File: config.mk
export PLATFORM = sky130hd
export DESIGN_NAME = int_divider_32_flat
export DESIGN_NICKNAME = d
export VERILOG_FILES = /design/src/hw/rtl/idiv_pkg.sv /design/src/hw/rtl/idiv_if.sv /design/src/hw/rtl/int_divider_32.sv /design/src/hw/rtl/idiv_core.sv /design/src/flat_wrapper.sv
export SDC_FILE = /design/constraint.sdc
export NUM_CORES = 1
export LEC_CHECK = 0
export BUFFER_PORTS_ARGS = -buffer_cell sky130_fd_sc_hd__buf_4
export CAP_MARGIN = 20
export CORE_UTILIZATION = 36
export DETAILED_ROUTE_END_ITERATION = 6
export PLACE_DENSITY = 0.53
export SLEW_MARGIN = 20
export SYNTH_ARGS = -nofsm -noshare
export SYNTH_HDL_FRONTEND = slang
export SYNTH_SLANG_ARGS = --single-unit
File: constraint.sdc
create_clock -name clock -period 4.95 [get_ports clock]
set_clock_uncertainty 0.15 [all_clocks]
set_input_delay 0 -clock clock [delete_from_list [all_inputs] [get_ports clock]]
set_output_delay 0 -clock clock [all_outputs]
set_load 0.05 [all_outputs]
File: src/hw/rtl/idiv_pkg.sv
// ----------------------------------------------------------------------------
// idiv_pkg
// Shared widths, codes and types of the 32-bit integer divider.
// ----------------------------------------------------------------------------
`default_nettype none

package idiv_pkg;

   localparam int unsigned DATA_WIDTH = 32;
   localparam int unsigned CNT_WIDTH  = $clog2(DATA_WIDTH);
   localparam int unsigned ACT_WIDTH  = 2;

   typedef logic [DATA_WIDTH-1:0] word_type;
   typedef logic [CNT_WIDTH-1:0]  count_type;

   typedef enum logic [ACT_WIDTH-1:0] {
      ACT_UQUO = 2'd0,
      ACT_UREM = 2'd1,
      ACT_SQUO = 2'd2,
      ACT_SREM = 2'd3
   } action_type;

   typedef enum logic [1:0] {
      ST_IDLE,
      ST_DIV,
      ST_FIX
   } state_type;

   typedef struct packed {
      logic load;
      logic step;
   } core_ctrl_type;

endpackage

`default_nettype wire

File: src/hw/rtl/idiv_if.sv
// ----------------------------------------------------------------------------
// idiv_req_if / idiv_rsp_if
// Valid/ready channels for divide requests and results.
// ----------------------------------------------------------------------------
`default_nettype none

interface idiv_req_if;
   logic                                valid;
   logic                                ready;
   logic [idiv_pkg::ACT_WIDTH-1:0]      action;
   logic [idiv_pkg::DATA_WIDTH-1:0]     dividend;
   logic [idiv_pkg::DATA_WIDTH-1:0]     divisor;

   modport source (output valid, output action, output dividend, output divisor,
                   input ready);
   modport sink   (input valid, input action, input dividend, input divisor,
                   output ready);
endinterface

interface idiv_rsp_if;
   logic                                valid;
   logic                                ready;
   logic [idiv_pkg::DATA_WIDTH-1:0]     result;

   modport source (output valid, output result, input ready);
   modport sink   (input valid, input result, output ready);
endinterface

`default_nettype wire

File: src/hw/rtl/int_divider_32.sv
// ----------------------------------------------------------------------------
// int_divider_32
// 32-bit signed/unsigned integer divider, quotient or remainder per request.
//
// A request on req_if carries action, dividend and divisor; req_if.ready is
// high only while the sequencer is idle. The request's operands are reduced
// to magnitudes on acceptance, then the shift-subtract core runs 32 steps,
// one quotient bit each, and a last cycle applies the signs and loads the
// result register. A new request is accepted only once that result has been
// loaded, and the result shows on rsp_if in the cycle that follows the sign
// fix-up cycle.
// Signed quotients truncate toward zero, signed remainders follow the
// dividend's sign, a zero divisor yields zero, and the most negative value
// divided by minus one yields 0x80000000.
// The result register lets a new request start while a result waits; if
// rsp_if stalls, the next result is held in the sign fix-up cycle until the
// register frees. Reset empties the result register and returns to idle.
// ----------------------------------------------------------------------------
`default_nettype none

module int_divider_32 (
   input  wire logic    clock,
   input  wire logic    reset,
   idiv_req_if.sink     req_if,
   idiv_rsp_if.source   rsp_if
);

   idiv_pkg::state_type       state_ff, state_in;
   idiv_pkg::count_type       count_ff, count_in;
   logic                      zero_ff, zero_in;
   logic                      neg_ff, neg_in;
   logic                      sel_rem_ff, sel_rem_in;
   logic                      rsp_valid_ff, rsp_valid_in;
   idiv_pkg::word_type        result_ff, result_in;

   idiv_pkg::core_ctrl_type   ctrl;
   idiv_pkg::action_type      act;
   idiv_pkg::word_type        abs_n, abs_d, quotient, remainder, picked;
   logic                      req_ready, accept, out_load, is_signed, is_rem, sn, sd;

   assign act       = idiv_pkg::action_type'(req_if.action);
   assign is_signed = (act == idiv_pkg::ACT_SQUO) || (act == idiv_pkg::ACT_SREM);
   assign is_rem    = (act == idiv_pkg::ACT_UREM) || (act == idiv_pkg::ACT_SREM);
   assign sn        = is_signed && req_if.dividend[idiv_pkg::DATA_WIDTH-1];
   assign sd        = is_signed && req_if.divisor[idiv_pkg::DATA_WIDTH-1];
   assign abs_n     = sn ? idiv_pkg::word_type'('0) - req_if.dividend : req_if.dividend;
   assign abs_d     = sd ? idiv_pkg::word_type'('0) - req_if.divisor : req_if.divisor;
   assign accept    = req_if.valid && req_ready;

   idiv_core u_core (
      .clock     (clock),
      .ctrl      (ctrl),
      .dividend  (abs_n),
      .divisor   (abs_d),
      .quotient  (quotient),
      .remainder (remainder)
   );

   // next state
   always_comb begin
      state_in = state_ff;
      case (state_ff)
         idiv_pkg::ST_IDLE: begin
            if (accept) state_in = idiv_pkg::ST_DIV;
         end
         idiv_pkg::ST_DIV: begin
            if (count_ff == '0) state_in = idiv_pkg::ST_FIX;
         end
         idiv_pkg::ST_FIX: begin
            if (out_load) state_in = idiv_pkg::ST_IDLE;
         end
         default: state_in = idiv_pkg::ST_IDLE;
      endcase
   end

   // sequencer outputs
   always_comb begin
      req_ready = 1'b0;
      ctrl      = '0;
      out_load  = 1'b0;
      case (state_ff)
         idiv_pkg::ST_IDLE: begin
            req_ready = 1'b1;
            ctrl.load = req_if.valid;
         end
         idiv_pkg::ST_DIV: begin
            ctrl.step = 1'b1;
         end
         idiv_pkg::ST_FIX: begin
            out_load = !rsp_valid_ff || rsp_if.ready;
         end
         default: begin
            req_ready = 1'b0;
         end
      endcase
   end

   assign picked = sel_rem_ff ? remainder : quotient;

   always_comb begin
      count_in     = count_ff;
      zero_in      = zero_ff;
      neg_in       = neg_ff;
      sel_rem_in   = sel_rem_ff;
      result_in    = result_ff;
      rsp_valid_in = rsp_valid_ff;
      if (accept) begin
         count_in   = idiv_pkg::count_type'(idiv_pkg::DATA_WIDTH - 1);
         zero_in    = req_if.divisor == '0;
         sel_rem_in = is_rem;
         neg_in     = is_rem ? sn : (sn ^ sd);
      end else if (ctrl.step) begin
         count_in = count_ff - 1'b1;
      end
      if (out_load) begin
         rsp_valid_in = 1'b1;
         if (zero_ff) result_in = '0;
         else if (neg_ff) result_in = idiv_pkg::word_type'('0) - picked;
         else result_in = picked;
      end else if (rsp_if.ready) begin
         rsp_valid_in = 1'b0;
      end
   end

   always_ff @(posedge clock) begin
      if (reset) begin
         state_ff     <= idiv_pkg::ST_IDLE;
         rsp_valid_ff <= 1'b0;
      end else begin
         state_ff     <= state_in;
         rsp_valid_ff <= rsp_valid_in;
      end
   end

   always_ff @(posedge clock) begin
      count_ff   <= count_in;
      zero_ff    <= zero_in;
      neg_ff     <= neg_in;
      sel_rem_ff <= sel_rem_in;
      result_ff  <= result_in;
   end

   assign req_if.ready  = req_ready;
   assign rsp_if.valid  = rsp_valid_ff;
   assign rsp_if.result = result_ff;

endmodule

`default_nettype wire

File: src/hw/rtl/idiv_core.sv
// ----------------------------------------------------------------------------
// idiv_core
// Restoring shift-subtract unit: one quotient bit per step.
// ----------------------------------------------------------------------------
`default_nettype none

module idiv_core (
   input  wire logic                      clock,
   input  wire idiv_pkg::core_ctrl_type   ctrl,
   input  wire idiv_pkg::word_type        dividend,
   input  wire idiv_pkg::word_type        divisor,
   output idiv_pkg::word_type             quotient,
   output idiv_pkg::word_type             remainder
);

   idiv_pkg::word_type                    quo_ff, quo_in;
   idiv_pkg::word_type                    rem_ff, rem_in;
   idiv_pkg::word_type                    div_ff, div_in;
   logic [idiv_pkg::DATA_WIDTH:0]         trial;
   idiv_pkg::word_type                    diff;
   logic                                  fits;

   assign trial = {rem_ff, quo_ff[idiv_pkg::DATA_WIDTH-1]};
   assign diff  = trial[idiv_pkg::DATA_WIDTH-1:0] - div_ff;
   assign fits  = trial >= {1'b0, div_ff};

   always_comb begin
      quo_in = quo_ff;
      rem_in = rem_ff;
      div_in = div_ff;
      if (ctrl.load) begin
         quo_in = dividend;
         rem_in = '0;
         div_in = divisor;
      end else if (ctrl.step) begin
         quo_in = {quo_ff[idiv_pkg::DATA_WIDTH-2:0], fits};
         rem_in = fits ? diff : trial[idiv_pkg::DATA_WIDTH-1:0];
      end
   end

   always_ff @(posedge clock) begin
      quo_ff <= quo_in;
      rem_ff <= rem_in;
      div_ff <= div_in;
   end

   assign quotient  = quo_ff;
   assign remainder = rem_ff;

endmodule

`default_nettype wire

File: src/flat_wrapper.sv
// flat-port wrapper written by rule: the top's interface ports become plain ports
module int_divider_32_flat 
  (clock, reset, req_if_valid, req_if_action, req_if_dividend, req_if_divisor, req_if_ready, rsp_if_valid, rsp_if_result, rsp_if_ready);
  idiv_req_if req_if_i ();
  idiv_rsp_if rsp_if_i ();
  input  wire logic clock;
  input  wire logic reset;
  input wire logic [$bits(req_if_i.valid)-1:0] req_if_valid;
  input wire logic [$bits(req_if_i.action)-1:0] req_if_action;
  input wire logic [$bits(req_if_i.dividend)-1:0] req_if_dividend;
  input wire logic [$bits(req_if_i.divisor)-1:0] req_if_divisor;
  output wire logic [$bits(req_if_i.ready)-1:0] req_if_ready;
  output wire logic [$bits(rsp_if_i.valid)-1:0] rsp_if_valid;
  output wire logic [$bits(rsp_if_i.result)-1:0] rsp_if_result;
  input wire logic [$bits(rsp_if_i.ready)-1:0] rsp_if_ready;
  assign req_if_i.valid = req_if_valid;
  assign req_if_i.action = req_if_action;
  assign req_if_i.dividend = req_if_dividend;
  assign req_if_i.divisor = req_if_divisor;
  assign req_if_ready = req_if_i.ready;
  assign rsp_if_valid = rsp_if_i.valid;
  assign rsp_if_result = rsp_if_i.result;
  assign rsp_if_i.ready = rsp_if_ready;
  int_divider_32 u_core (.clock(clock), .reset(reset), .req_if(req_if_i), .rsp_if(rsp_if_i));
endmodule
# Word level (Yosys, flattened, before mapping)
# Index checks and enable logic that the tools add are counted.
[word_totals] register_bits=139
[classes] n_addsub=5 order_cmp=1 eq_ne=8 muxes=18 n_bitwise=1 n_reduce_logical=13
[ops] op="$mux W32" count=7
[ops] op="$sub A1 B32 Y32 const A" count=3
[ops] op="$ge A33 B32 Y1" count=1
[ops] op="$logic_not A32 Y1" count=1
[ops] op="$sub A32 B32 Y32" count=1
[ops] op="$mux W1" count=7
[ops] op="$eq A2 B2 Y1 const B" count=3
[ops] op="$mux W2" count=3
[ops] op="$ne A2 B1 Y1 const B" count=3
[ops] op="$pmux W2 S3" count=1
[ops] op="$logic_not A5 Y1" count=1
[ops] op="$sub A5 B1 Y5 const B" count=1
[ops] op="$eq A2 B1 Y1 const B" count=2
[ops] op="$reduce_bool A2 Y1" count=2
[ops] op="$logic_and A1 B1 Y1" count=3
[ops] op="$logic_or A1 B1 Y1" count=3
[ops] op="$reduce_and A3 Y1" count=1
[ops] op="$logic_not A2 Y1" count=1
[ops] op="$logic_not A1 Y1" count=1
[ops] op="$xor A1 B1 Y1" count=1

# Longest topological paths before layout
[logic_depth] depth_word=5 ltp_mapped=16 mapped_depth_nobuf=12

# Cells and area by module
# A second synthesis with hierarchy kept.
[unflattened] hier_cells=1083 hier_area_um2=9979.6
[by_module_without_submodules] module="idiv_core" n_inst=1 cells_each=562 area_each_um2=5591.6 seq_area_each_um2=2562.5
[by_module_without_submodules] module="int_divider_32" n_inst=1 cells_each=521 area_each_um2=4388.0 seq_area_each_um2=1211.2

# Worst setup path after synthesis
# OpenSTA, ideal clock, no wires.
[synth_path] path_type="register to register" startpoint="register u_core.state_ff[1]" endpoint="register u_core.u_core.quo_ff[0], in the netlist u_core.u_core.quotient[0] (enable)" setup_ns=0.387 arrival_ns=3.111 path_slack_ns=1.303 path_stages_with_launch=7 path_buffers=1 path_cell_list="dfxtp_1 -> nor2_1 -> nand2_1 -> clkinv_1 -> nor2_1 -> clkbuf_1 -> inv_1"
[synth_between] elab_chain_cells=3 elab_cells_between_ends=5 cone_classes="1 x eq/ne; 2 x mux; 2 x reduce/logical"
[synth_rtl] item="start: declaration" line_no="int_divider_32.sv:28" rtl="idiv_pkg::state_type state_ff, state_in;"
[synth_rtl] item="start signal: assignment" line_no="int_divider_32.sv:127" rtl="state_ff <= idiv_pkg::ST_IDLE;"
[synth_rtl] item="start signal: assignment" line_no="int_divider_32.sv:130" rtl="state_ff <= state_in;"
[synth_rtl] item="$eq A2 B1 Y1 or $logic_not A2 Y1 (tied branches)" line_no="int_divider_32.sv:81" rtl="case (state_ff)"
[synth_rtl] item="$mux W1" line_no="int_divider_32.sv:81"
[synth_rtl] item="$reduce_bool A2 Y1 (no line) *"
[synth_rtl] item="end signal: assignment" line_no="idiv_core.sv:42" rtl="quo_ff <= quo_in;"
[synth_rtl] item="end: declaration" line_no="idiv_core.sv:16" rtl="idiv_pkg::word_type quo_ff, quo_in;"
# Mark *: on every way between the ends. The rest lies on a longest branch, timed or not.
# A chain may end at the register's enable or synchronous reset.

# Worst setup path in the final report
[layout_path] startpoint="register u_core.sel_rem_ff" endpoint="register u_core.result_ff[31], in the netlist u_core.rsp_if.result[31] (data pin)"
[layout_between] elab_chain_cells=3
[layout_rtl] item="start: declaration" line_no="int_divider_32.sv:32" rtl="logic sel_rem_ff, sel_rem_in;"
[layout_rtl] item="start signal: assignment" line_no="int_divider_32.sv:139" rtl="sel_rem_ff <= sel_rem_in;"
[layout_rtl] item="$mux W32 *" line_no="int_divider_32.sv:98" rtl="assign picked = sel_rem_ff ? remainder : quotient;"
[layout_rtl] item="$sub A1 B32 Y32" line_no="int_divider_32.sv:118" rtl="else if (neg_ff) result_in = idiv_pkg::word_type'('0) - picked;"
[layout_rtl] item="$mux W32 *" line_no="int_divider_32.sv:118"
[layout_rtl] item="end signal: assignment" line_no="int_divider_32.sv:140" rtl="result_ff <= result_in;"
[layout_rtl] item="end: declaration" line_no="int_divider_32.sv:34" rtl="idiv_pkg::word_type result_ff, result_in;"
# Marks and branches as above.

==> impl_results.md <==
- Fmax: about 260 MHz
- Sequential element share of the synthesized area: approximately 40%
- # IOs: ~100
- Cell area power density: between 400 and 500 nW/um2
- Final setup viols: 0
- Vias after detailed routing: 8240
- Synth area leaders: edfxtp_1 31%, dfxtp_1 8.4%, xnor2_1 6.8%, mux2i_1 5.7%, ha_1 4.7%
- Worst setup path class: register to register
- Area of the multi-input gates: between 5000 and 6000 um2
- Wirelength per Cell: ~16 um
- Async set-reset flop share out of synthesis: 0%
- Max Buffers Root-to-Sink: 2
- Synth cell types: 63
- Net count reported at finish: about 1300
- Post-synth top area cell: edfxtp_1
- Total track usage: just under 20%
- Largest net degree at the start of global routing: 72
- Syn Std Cell Area: between 9000 and 10000 um2
- DRC Markers: 0
- H-tree depth: 4
- Share of layout cells above drive strength 1: about an eighth
- Final ANT Viol Nets: 0
- Initial drt markers: roughly 560
- TritonCTS clock tree: done
- Max-cap violations: 0
- Clock transition at the registers of the reported paths: 0.06 ns
- Status: finished clean
- Fillcell total: ~2500
- Pre-CTS setup slack: between 1 and 1.5 ns
- Setup ws final: 1.148 ns
- Max_slew headroom: 30.57%
- Min-Delay Path Class: primary input to register
- Synth warn: 0
- Core area: about 26000 um2
- Hold Vio Cnt, Final: 0
- Final HPWL DP: approximately 19000 um
- Hold path cells: 3
- Sink Count: 139
- Placer Congestion: between 0.8 and 0.9
- Antenna violations before repair: 0
- Clock Tree Root: clkbuf_16
- Pre-antenna DRT Iters: 5
- CP arrival: around 3.8 ns
- Reg2Reg Depth: 9
- Area Growth Syn to Fin: 26.41%
- Vias in the first global route: just under 8000
- Antenna diodes: 0
- Setup TNS: 0 ns
- DR vias/cell: slightly above 5
- Post-synth EDFFs: slightly below 100
- Die H: 164.3 um
- Syn_nets: between 1000 and 1500
- FF+latch area: approximately 3800 um2
- Worst EP required: 4.95 ns
- Clk_lat worst skew: around 0.43 ns
- Lkg Pwr: approximately 5.0 nW
- Final Core Density: a little under half
- Most common cell after layout, fill and taps aside: nand2_1
- Yosys reg bits: roughly 140
- Mean cell area of the mapped netlist: between 8 and 9 um2
- VDD IR-drop max: approximately 0.24 mV
- Worst-Margin Slew: approximately 1.0 ns
- Grt ovf: 0
- Global-route wire length before repair: between 40000 and 50000 um
- Post-Syn Instances: between 1000 and 1500
- RSZ-0062 raised after global routing: no
- Most used DFF post-synth: edfxtp_1
- Die area: 26990 um2
- Yosys top cell area share: between 30% and 40%
- Die X: approximately 160 um
- Commonest non-fill, non-tap cells in the layout: 118 x nand2_1, 113 x buf_4, 103 x nor2_1, 99 x edfxtp_1, 88 x dlygate4sd3_1
- Post-CTS setup buffers: 0
- Initial Util: around 36%
- Number of I/O port buffers: ~100
- Crit path launch type: register
- Crit. End Element: register
- Final worst-path cycle share: roughly 77%
- Crit-path max FO: 42
- Post-CTS Resized: 0
- DRT Wirelength: about 26000 um
- Pins Over Slew Limit: 0
- # rows: between 50 and 60
- CTS Buf Count: 17
- Crit path time final: approximately 3.8 ns
-- cells in the mapped netlist (all sizes together) (36+ instances only) --
cell type,instances
o21ai,100
inv,50
ha,36
edfxtp,99
xnor2,74
dfxtp,40
xor2,47
nor2,103
clkbuf,39
a21oi,78
nand2,119
mux2i,54
-- layer usage --
layer / global-route usage [%] / part of all wire, %
met2: 33.26 / 49
met5: 0 / 0
met1: 24.94 / 44
met4: 7.449 / 2.8
met3: 3.157 / 4.2
-- power breakdown --
| part | internal, mW | total [mW] | switching (mW) |
|---|---|---|---|
| Sequential | 1.46 | 1.71 | 0.242 |
| Clock | 0.740 | 1.27 | 0.525 |
| Combinational | 0.876 | 2.01 | 1.13 |
-- logic make-up after synthesis --
logic type / Yosys count / synth area share [%]
flops: 139 / 39.79
simple gates: 341 / 16.27
compound gates: 273 / 17.58
xor+xnor: 121 / 11.18
mux: 54 / 5.700
buf+inv: 103 / 4.526
fa+ha+maj: 37 / 4.961
-- per-stage QoR --
stage               power (mW)  cells  cell area (um2)  hold WS, ns
floorplan                3.175   1068             9483     -0.08093
global route             5.304   1585            11990       0.1505
detailed placement       3.671   1465            10530      0.03231
CTS                      5.007   1585            11990       0.1325
finish                   4.977   1585            11990       0.1576
global placement         3.661   1464            10520      0.03141
-- critical path, stage by stage (launching register included) --
cell and delay, ns:
edfxtp_1 0.72, buf_4 0.55, mux2i_1 0.46, o211ai_1 0.22, o31ai_1 0.39, a21boi_0 0.41, nand2_1 0.17, a21oi_1 0.24
xnor2_1 0.15, nor2_1 0.06
-- worst paths after layout --
path                                                 startpoint  slack, ns                                      to
worst max-delay path                u_core.sel_rem_ff$_DFFE_PP_       1.15  u_core.rsp_if.result[31]$_SDFFCE_PP0P_
worst min-delay path                                      reset       0.16         u_core.state_ff[0]$_SDFFE_PP0P_
worst max register to register      u_core.sel_rem_ff$_DFFE_PP_       1.15  u_core.rsp_if.result[31]$_SDFFCE_PP0P_
worst min register to register  u_core.count_ff[4]$_SDFFE_PP1P_       0.36         u_core.count_ff[4]$_SDFFE_PP1P_
-- state kept, by name (all words and copies together), names as in the netlist --
register / cells
u_core.neg_ff: 1
u_core.zero_ff: 1
u_core.u_core.div_ff: 32
u_core.rsp_if.valid: 1
u_core.sel_rem_ff: 1
u_core.count_ff: 5
u_core.state_ff: 2
u_core.rsp_if.result: 32
u_core.u_core.remainder: 32
u_core.u_core.quotient: 32
-- what timing repair did --
action                                  4_1_cts  5_1_grt
hold endpoints to repair                     71        0
hold buffers                                 88        0
endpoints found under the setup margin        0        0
-- final cells by class --
| class | count | area share, % |
|---|---|---|
| Multi-Input combinational cell | 826 | 44.09 |
| Sequential cell | 139 | 31.48 |
| Timing Repair Buffer | 202 | 14.55 |
| Clock buffer | 17 | 3.549 |
| Tap cell | 335 | 3.497 |
| Inverter | 51 | 1.597 |
| Clock inverter | 15 | 1.242 |
Power figures use the tool's default switching activity.
